## src/rss_pkg.sv

```systemverilog
// Shared types and constants for the running sample statistics block.
// No dependencies; imported by every module of the block.
`default_nettype none
package rss_pkg;
	localparam int SAMPLE_W        = 16;
	localparam int CNT_W           = 16;
	localparam int SUM_W           = 32;
	localparam int SQ_W            = 46;
	localparam int MEAN_W          = 24;
	localparam int VAR_W           = 39;
	localparam int SD_W            = 24;
	localparam int FRAC_BITS       = 8;
	localparam int MAX_SAMPLES_DEF = 65535;
	localparam int DIV_W           = SQ_W + FRAC_BITS;
	localparam int DIV_CNT_W       = $clog2(DIV_W + 1);
	localparam int SQRT_VW         = VAR_W + FRAC_BITS;
	localparam int SQRT_W          = SQRT_VW + (SQRT_VW % 2);
	localparam int PROD_W          = 2 * MEAN_W;

	localparam logic signed [SAMPLE_W-1:0] SAMPLE_MOST_POS = 16'sh7FFF;
	localparam logic signed [SAMPLE_W-1:0] SAMPLE_MOST_NEG = 16'sh8000;

	typedef struct packed {
		logic [CNT_W-1:0]           cnt;
		logic signed [SUM_W-1:0]    sum;
		logic [SQ_W-1:0]            sq;
		logic signed [SAMPLE_W-1:0] min;
		logic signed [SAMPLE_W-1:0] max;
		logic                       ovf;
	} snap_t;

	typedef enum logic [2:0] {
		B_IDLE,
		B_DIV_MEAN,
		B_DIV_SQ,
		B_MUL,
		B_VAR,
		B_SQRT,
		B_OUT
	} back_state_t;
endpackage
`default_nettype wire

```

## src/rss_front.sv

```systemverilog
// Front end: accumulates count, sums, min and max per sample set.
// Depends on rss_pkg; pushes a snapshot of each finished set to the queue.
`default_nettype none
module rss_front #(
	parameter int MAX_SAMPLES = rss_pkg::MAX_SAMPLES_DEF
) (
	input  wire logic                                clk,
	input  wire logic                                arst_n,
	input  wire logic                                in_valid,
	input  wire logic                                q_full,
	input  wire logic signed [rss_pkg::SAMPLE_W-1:0] sample,
	input  wire logic                                last,
	output logic                                     in_stall,
	output logic                                     push,
	output rss_pkg::snap_t                           push_snap
);
	import rss_pkg::*;

	snap_t                acc_q;
	snap_t                acc_next;
	logic                 take;
	logic signed [31:0]   sq_prod;
	logic                 full;

	assign in_stall = q_full;
	assign take     = in_valid && !q_full;
	assign push     = take && last;
	assign sq_prod  = sample * sample;
	assign full     = acc_q.cnt >= CNT_W'(MAX_SAMPLES);

	always_comb begin
		acc_next = acc_q;
		if (full) begin
			acc_next.ovf = 1'b1;
		end else begin
			acc_next.cnt = acc_q.cnt + 1'b1;
			acc_next.sum = acc_q.sum + SUM_W'(sample);
			acc_next.sq  = acc_q.sq + SQ_W'(unsigned'(sq_prod));
			if (sample < acc_q.min) acc_next.min = sample;
			if (sample > acc_q.max) acc_next.max = sample;
		end
	end

	assign push_snap = acc_next;

	always_ff @(posedge clk or negedge arst_n) begin
		if (!arst_n) begin
			acc_q <= '{cnt: '0, sum: '0, sq: '0, min: SAMPLE_MOST_POS,
				max: SAMPLE_MOST_NEG, ovf: 1'b0};
		end else if (take) begin
			if (last) begin
				acc_q <= '{cnt: '0, sum: '0, sq: '0, min: SAMPLE_MOST_POS,
					max: SAMPLE_MOST_NEG, ovf: 1'b0};
			end else begin
				acc_q <= acc_next;
			end
		end
	end
endmodule
`default_nettype wire

```

## src/rss_fifo.sv

```systemverilog
// Two-entry queue of set snapshots between the front and back ends.
// Depends on rss_pkg for the snapshot type.
`default_nettype none
module rss_fifo (
	input  wire logic           clk,
	input  wire logic           arst_n,
	input  wire logic           push,
	input  wire rss_pkg::snap_t push_snap,
	input  wire logic           pop,
	output logic                full,
	output logic                empty,
	output rss_pkg::snap_t      pop_snap
);
	import rss_pkg::*;

	snap_t       mem [2];
	logic        wr_q;
	logic        rd_q;
	logic [1:0]  fill_q;

	assign full     = fill_q == 2'd2;
	assign empty    = fill_q == 2'd0;
	assign pop_snap = mem[rd_q];

	always_ff @(posedge clk) begin
		if (push) mem[wr_q] <= push_snap;
	end

	always_ff @(posedge clk or negedge arst_n) begin
		if (!arst_n) begin
			wr_q   <= 1'b0;
			rd_q   <= 1'b0;
			fill_q <= 2'd0;
		end else begin
			if (push) wr_q <= !wr_q;
			if (pop) rd_q <= !rd_q;
			fill_q <= fill_q + 2'(push) - 2'(pop);
		end
	end
endmodule
`default_nettype wire

```

## src/rss_back.sv

```systemverilog
// Back end: shared bit-serial divider, variance and bit-serial square root.
// Depends on rss_pkg; holds the finished result until transferred.
`default_nettype none
module rss_back (
	input  wire logic                                clk,
	input  wire logic                                arst_n,
	input  wire logic                                q_empty,
	input  wire rss_pkg::snap_t                      q_snap,
	output logic                                     pop,
	output logic                                     out_valid,
	input  wire logic                                out_stall,
	output logic [rss_pkg::CNT_W-1:0]                count,
	output logic signed [rss_pkg::SUM_W-1:0]         total,
	output logic [rss_pkg::SQ_W-1:0]                 square_total,
	output logic signed [rss_pkg::SAMPLE_W-1:0]      minimum,
	output logic signed [rss_pkg::SAMPLE_W-1:0]      maximum,
	output logic signed [rss_pkg::MEAN_W-1:0]        mean,
	output logic [rss_pkg::VAR_W-1:0]                variance,
	output logic [rss_pkg::SD_W-1:0]                 std_dev,
	output logic                                     overflowed
);
	import rss_pkg::*;

	back_state_t          state_q, state_d;
	snap_t                snap_q;
	logic [CNT_W-1:0]     div_q;
	logic [DIV_W-1:0]     dvd_q;
	logic [DIV_W-1:0]     quo_q;
	logic [CNT_W:0]       rem_q;
	logic [DIV_CNT_W-1:0] step_q;
	logic [MEAN_W-1:0]    mabs_q;
	logic [MEAN_W-1:0]    mean_q;
	logic [VAR_W-1:0]     qsq_q;
	logic [PROD_W-1:0]    prod_q;
	logic [VAR_W-1:0]     var_q;
	logic [SQRT_W-1:0]    sqv_q;
	logic [SQRT_W-1:0]    root_q;
	logic [SQRT_W-1:0]    bit_q;

	logic [CNT_W:0]       trial;
	logic                 qbit;
	logic [CNT_W:0]       rem_next;
	logic [DIV_W-1:0]     quo_next;
	logic                 div_done;
	logic [SUM_W-1:0]     sum_mag;
	logic [MEAN_W-1:0]    mag_next;
	logic [PROD_W-1:0]    qsq_ext;
	logic [PROD_W-1:0]    msq;
	logic [SQRT_W-1:0]    root_bit;

	assign trial    = {rem_q[CNT_W-1:0], dvd_q[DIV_W-1]};
	assign qbit     = trial >= {1'b0, div_q};
	assign rem_next = qbit ? trial - {1'b0, div_q} : trial;
	assign quo_next = {quo_q[DIV_W-2:0], qbit};
	assign div_done = step_q == DIV_CNT_W'(DIV_W - 1);
	assign sum_mag  = q_snap.sum[SUM_W-1] ? SUM_W'(0) - unsigned'(q_snap.sum)
		: unsigned'(q_snap.sum);
	assign mag_next = quo_next[MEAN_W-1:0];
	assign qsq_ext  = PROD_W'(qsq_q);
	assign msq      = prod_q >> FRAC_BITS;
	assign root_bit = root_q + bit_q;

	always_comb begin
		state_d = state_q;
		pop     = 1'b0;
		unique case (state_q)
			B_IDLE: begin
				if (!q_empty) begin
					pop     = 1'b1;
					state_d = B_DIV_MEAN;
				end
			end
			B_DIV_MEAN: if (div_done) state_d = B_DIV_SQ;
			B_DIV_SQ:   if (div_done) state_d = B_MUL;
			B_MUL:      state_d = B_VAR;
			B_VAR:      state_d = B_SQRT;
			B_SQRT:     if (bit_q == '0) state_d = B_OUT;
			B_OUT:      if (!out_stall) state_d = B_IDLE;
			default:    state_d = B_IDLE;
		endcase
	end

	always_ff @(posedge clk or negedge arst_n) begin
		if (!arst_n) state_q <= B_IDLE;
		else state_q <= state_d;
	end

	always_ff @(posedge clk) begin
		unique case (state_q)
			B_IDLE: begin
				snap_q <= q_snap;
				div_q  <= (q_snap.cnt == '0) ? CNT_W'(1) : q_snap.cnt;
				dvd_q  <= DIV_W'(sum_mag) << FRAC_BITS;
				quo_q  <= '0;
				rem_q  <= '0;
				step_q <= '0;
			end
			B_DIV_MEAN, B_DIV_SQ: begin
				dvd_q  <= dvd_q << 1;
				quo_q  <= quo_next;
				rem_q  <= rem_next;
				step_q <= step_q + 1'b1;
				if (div_done) begin
					step_q <= '0;
					rem_q  <= '0;
					quo_q  <= '0;
					if (state_q == B_DIV_MEAN) begin
						mabs_q <= mag_next;
						mean_q <= snap_q.sum[SUM_W-1] ? MEAN_W'(0) - mag_next : mag_next;
						dvd_q  <= DIV_W'(snap_q.sq) << FRAC_BITS;
					end else begin
						qsq_q <= quo_next[VAR_W-1:0];
					end
				end
			end
			B_MUL: prod_q <= mabs_q * mabs_q;
			B_VAR: begin
				var_q  <= (qsq_ext > msq) ? VAR_W'(qsq_ext - msq) : '0;
				sqv_q  <= (qsq_ext > msq) ? SQRT_W'(VAR_W'(qsq_ext - msq)) << FRAC_BITS
					: '0;
				root_q <= '0;
				bit_q  <= SQRT_W'(1) << (SQRT_W - 2);
			end
			B_SQRT: begin
				if (bit_q != '0) begin
					if (sqv_q >= root_bit) begin
						sqv_q  <= sqv_q - root_bit;
						root_q <= (root_q >> 1) + bit_q;
					end else begin
						root_q <= root_q >> 1;
					end
					bit_q <= bit_q >> 2;
				end
			end
			B_OUT: ;
			default: ;
		endcase
	end

	assign out_valid    = state_q == B_OUT;
	assign count        = snap_q.cnt;
	assign total        = snap_q.sum;
	assign square_total = snap_q.sq;
	assign minimum      = snap_q.min;
	assign maximum      = snap_q.max;
	assign mean         = mean_q;
	assign variance     = var_q;
	assign std_dev      = root_q[SD_W-1:0];
	assign overflowed   = snap_q.ovf;
endmodule
`default_nettype wire

```

## src/running_sample_statistics.sv

```systemverilog
// Running sample statistics: one sample per cycle into the accumulator
// while in_stall is low (it rises when the queue is full). A set closed by
// last is finished by the back end: a one-bit-per-cycle divider run twice,
// then a two-bit-per-cycle square root. Two finished sets can queue behind it.
// Asynchronous active-low reset empties the queue and clears the set.
`default_nettype none
module running_sample_statistics #(
	parameter int MAX_SAMPLES = rss_pkg::MAX_SAMPLES_DEF
) (
	input  wire logic                                clk,
	input  wire logic                                arst_n,
	input  wire logic                                in_valid,
	output logic                                     in_stall,
	input  wire logic signed [rss_pkg::SAMPLE_W-1:0] sample,
	input  wire logic                                last,
	output logic                                     out_valid,
	input  wire logic                                out_stall,
	output logic [rss_pkg::CNT_W-1:0]                count,
	output logic signed [rss_pkg::SUM_W-1:0]         total,
	output logic [rss_pkg::SQ_W-1:0]                 square_total,
	output logic signed [rss_pkg::SAMPLE_W-1:0]      minimum,
	output logic signed [rss_pkg::SAMPLE_W-1:0]      maximum,
	output logic signed [rss_pkg::MEAN_W-1:0]        mean,
	output logic [rss_pkg::VAR_W-1:0]                variance,
	output logic [rss_pkg::SD_W-1:0]                 std_dev,
	output logic                                     overflowed
);
	import rss_pkg::*;

	logic  push, pop, q_full, q_empty;
	snap_t push_snap, pop_snap;

	rss_front #(.MAX_SAMPLES(MAX_SAMPLES)) u_front (
		.clk, .arst_n, .in_valid, .q_full, .sample, .last,
		.in_stall, .push, .push_snap
	);

	rss_fifo u_fifo (
		.clk, .arst_n, .push, .push_snap, .pop,
		.full(q_full), .empty(q_empty), .pop_snap
	);

	rss_back u_back (
		.clk, .arst_n, .q_empty, .q_snap(pop_snap), .pop,
		.out_valid, .out_stall, .count, .total, .square_total,
		.minimum, .maximum, .mean, .variance, .std_dev, .overflowed
	);
endmodule
`default_nettype wire

```

## config.mk

```make
export PLATFORM = sky130hd
export DESIGN_NAME = running_sample_statistics
export DESIGN_NICKNAME = d
export VERILOG_FILES = /design/src/rss_pkg.sv /design/src/rss_front.sv /design/src/rss_fifo.sv /design/src/rss_back.sv /design/src/running_sample_statistics.sv
export SDC_FILE = /design/constraint.sdc
export NUM_CORES = 2
export LEC_CHECK = 0
export ABC_AREA = 1
export BUFFER_PORTS_ARGS = -buffer_cell sky130_fd_sc_hd__clkbuf_2
export CAP_MARGIN = 20
export CORE_ASPECT_RATIO = 1.1
export CORE_MARGIN = 5
export CORE_UTILIZATION = 58
export CTS_CLUSTER_SIZE = 16
export DETAILED_ROUTE_END_ITERATION = 8
export PLACE_DENSITY = 0.78
export SKIP_CTS_REPAIR_TIMING = 1
export SLEW_MARGIN = 20
export SYNTH_ARGS = -nofsm -noshare
export SYNTH_HDL_FRONTEND = slang
export SYNTH_HIERARCHICAL = 1
export SYNTH_SLANG_ARGS = --single-unit
```

## constraint.sdc

```tcl
create_clock -name clk -period 7.7 [get_ports clk]
set_input_delay 0.77 -clock clk [delete_from_list [all_inputs] [get_ports clk]]
set_output_delay 0.77 -clock clk [all_outputs]
set_load 0.005 [all_outputs]
```

==> run metrics <==
outcome=finished clean; die area=0.150 sq mm; final non-filler cell total=12700; Initial DRC Count=6371; Setup Viol. Count Final=0; met2 usage in global routing=0.551; cell area after synthesis=0.0825 sq mm; Ports=237; GRT Overall Usage=0.325; worst r2r path cells=22; register area share after synthesis=0.328; Syn Nets=11500; Setup crit end kind=flop; met1 GRT Util=0.406; Final Skew=100 ps; post-route ant nets=0; CTS Root Cell=clkbuf_16; vias per inst=5.46; synth top area cells=edfxtp_1 29%, fa_1 16%, nand2_1 12%; final core utilization=0.642; Worst Path Class, Setup=flop to flop; total instance count after detailed placement=12500; most frequent cells in the layout=2672 x nand2_1, 2216 x inv_1, 819 x nor2_1; Row Count=145; final hold viol count=0; Worst R2R End=u_back/prod_q[45]; Clock Path Buffers=3; via count=69300; grt met3 use=0.0508; Core ar.=0.142 sq mm; post-detail-place hpwl=193000 um; number of global-route vias before repair=70200; CP top delay family=adder cells; min Tclk post-route=7270 ps; Hold Crit Class=primary input to asynchronous set/reset pin; Max-cap violations=0; Die Y=405 um; CP Buf/Inv Count=6; number of port buffers=236; Nets=11900; RSZ-0062 raised after global routing=no; Routed WL=244000 um; period utilization=0.944; Slew Viols, Final=0; most common cell after layout, fill and taps aside=nand2_1; achievable frequency=0.138 GHz; Num CTS Buffers=97; cells after synthesis=10300; TritonCTS clock tree=done; crit-path cells=buf_4, nand2_1, inv_1, fa_1, fa_1, inv_1, fa_1, inv_1, ha_1, inv_1, fa_1, inv_1, fa_1, fa_1, ha_1, nand2_1, nor2_1, nand4_1, o21ai_0, nand3_1, nand4_1, nand2_1; Reg clk slew, reported paths=60 ps; count of cell types in the netlist=64; layout cell share with drive strength beyond 1=0.0797; top_reg_cell synth=edfxtp_1; Starting Density=0.582; Max FO, Critical Path=17; Fin Hold WS=60.7 ps; P&R area growth vs syn=10.4%; Post-synth EDFFs=788; area leader, netlist=edfxtp_1; GRT busiest layer=met2; TritonRoute pass-1 iters=9; initial antenna violation count=9; Routed wire per std cell=19.2 um; DIE WIDTH=370 um; clk_lat worst skew=760 ps; worst-margin pin slew=1180 ps; most frequent CP cell=fa_1; post-synth top area share=0.287; origin of the critical flop-to-flop path=u_back/mabs_q[7]; largest net degree at the start of global routing=104; critical path launch point type=flop; Remaining DRCs=0; CP max stage cell=edfxtp_1; YS warnings=6; Crit path required time=8110 ps; CP arrival=7680 ps; synthesized area per cell=8.01 sq um; Max-slew headroom=0.216; Async S/R FF share, synth=0.145; R2R Setup Slk=430 ps; Fillers=12100; Routability Congestion=1.00; first-pass GRT wire length=380000 um; GRT overflow=0; number of synthesized register bits=922; Crit path largest cell delay=990 ps; clk sinks=922; H-Tree Depth=3
==> sequential cells by signal (all words and copies together) (netlist names), 23 cells and up <==
name                 count
u_fifo/mem             254
u_front/acc_q          127
u_back/root_q           48
u_back/sqv_q            48
u_back/dvd_q            46
u_back/square_total     46
u_back/prod_q           40
u_back/qsq_q            39
u_back/variance         39
u_back/quo_q            38
u_back/total            32
u_back/bit_q            24
u_back/mabs_q           24
u_back/mean             23
==> Yosys cell counts, types with 13 or more instances <==
cell type	instances
buf_4	30
a21boi_0	14
nand3b_1	26
buf_1	24
dfrtp_1	118
a21oi_2	24
a21o_1	26
inv_1	2220
nand3_1	504
o21a_1	17
buf_2	47
a21oi_1	400
ha_1	513
nor4_1	17
clkbuf_1	157
nand2_1	2674
o21bai_1	37
xor2_1	130
edfxtp_1	788
nand4_1	111
or2_2	13
o22ai_1	26
o21ai_0	479
a31oi_1	23
fa_1	674
nor3_1	79
o21ai_1	34
or2_0	13
nor2_1	828
dfstp_2	16
xnor2_1	95
and2_1	26
nand2_2	13
==> per-stage QoR <==
stage	area, sq um	TNS [ps]	setup WS, ps
2_1_floorplan	82500	0	136
3_3_place_gp	87500	-3590	-147
3_5_place_dp	87500	-16870	-409
4_1_cts	90900	0	394
5_1_grt	91000	0	13.7
6_report	91000	0	431
==> per-layer routing <==
metal | vias to the layer above | share of wire | wire [um]
li1 | 32900 | - | -
met1 | 33000 | 0.39 | 95000
met2 | 2793 | 0.48 | 117000
met3 | 634 | 0.076 | 18600
met4 | 4 | 0.056 | 13800
met5 | - | 0.00011 | 27
==> final cells by class <==
cell class / instances / area (sq um) / area share
multi-input combinational: 6869 / 45900 / 0.504
sequential: 922 / 27000 / 0.297
inverter: 2230 / 8380 / 0.0921
timing repair buffer: 583 / 3850 / 0.0423
clock buffer: 111 / 2510 / 0.0276
tap: 1911 / 2390 / 0.0263
clock inverter: 70 / 968 / 0.0106
antenna: 4 / 10.0 / 0.000110
==> worst max-delay path by stage <==
| stage | startpoint | endpoint | slack [ps] | cells past startpoint |
|---|---|---|---|---|
| floorplan | sample[1] | u_fifo/mem[0][78] | 140 | 31 |
| global placement | sample[15] | u_fifo/mem[0][78] | -150 | 31 |
| detailed placement | sample[15] | u_fifo/mem[0][78] | -410 | 35 |
| CTS | sample[15] | u_fifo/mem[1][78] | 390 | 35 |
| global route | sample[6] | u_fifo/mem[0][65] | 10 | 32 |
| finish | u_back/mabs_q[7] | u_back/prod_q[45] | 430 | 22 |
==> cells by family after synthesis <==
family | after synthesis | synth area share
AND/OR/NAND/NOR | 4345 | 0.216
buffers and inverters | 2503 | 0.117
adder cells (fa/ha/maj) | 1187 | 0.241
AO/OA/AOI/OAI | 1111 | 0.0733
flip-flops | 922 | 0.328
XOR/XNOR | 225 | 0.0239
multiplexers | 1 | 0.000137
Power is left out: the tool's default activity adds up to more than one toggle a clock period on the data nets, which glitch-free logic cannot reach.
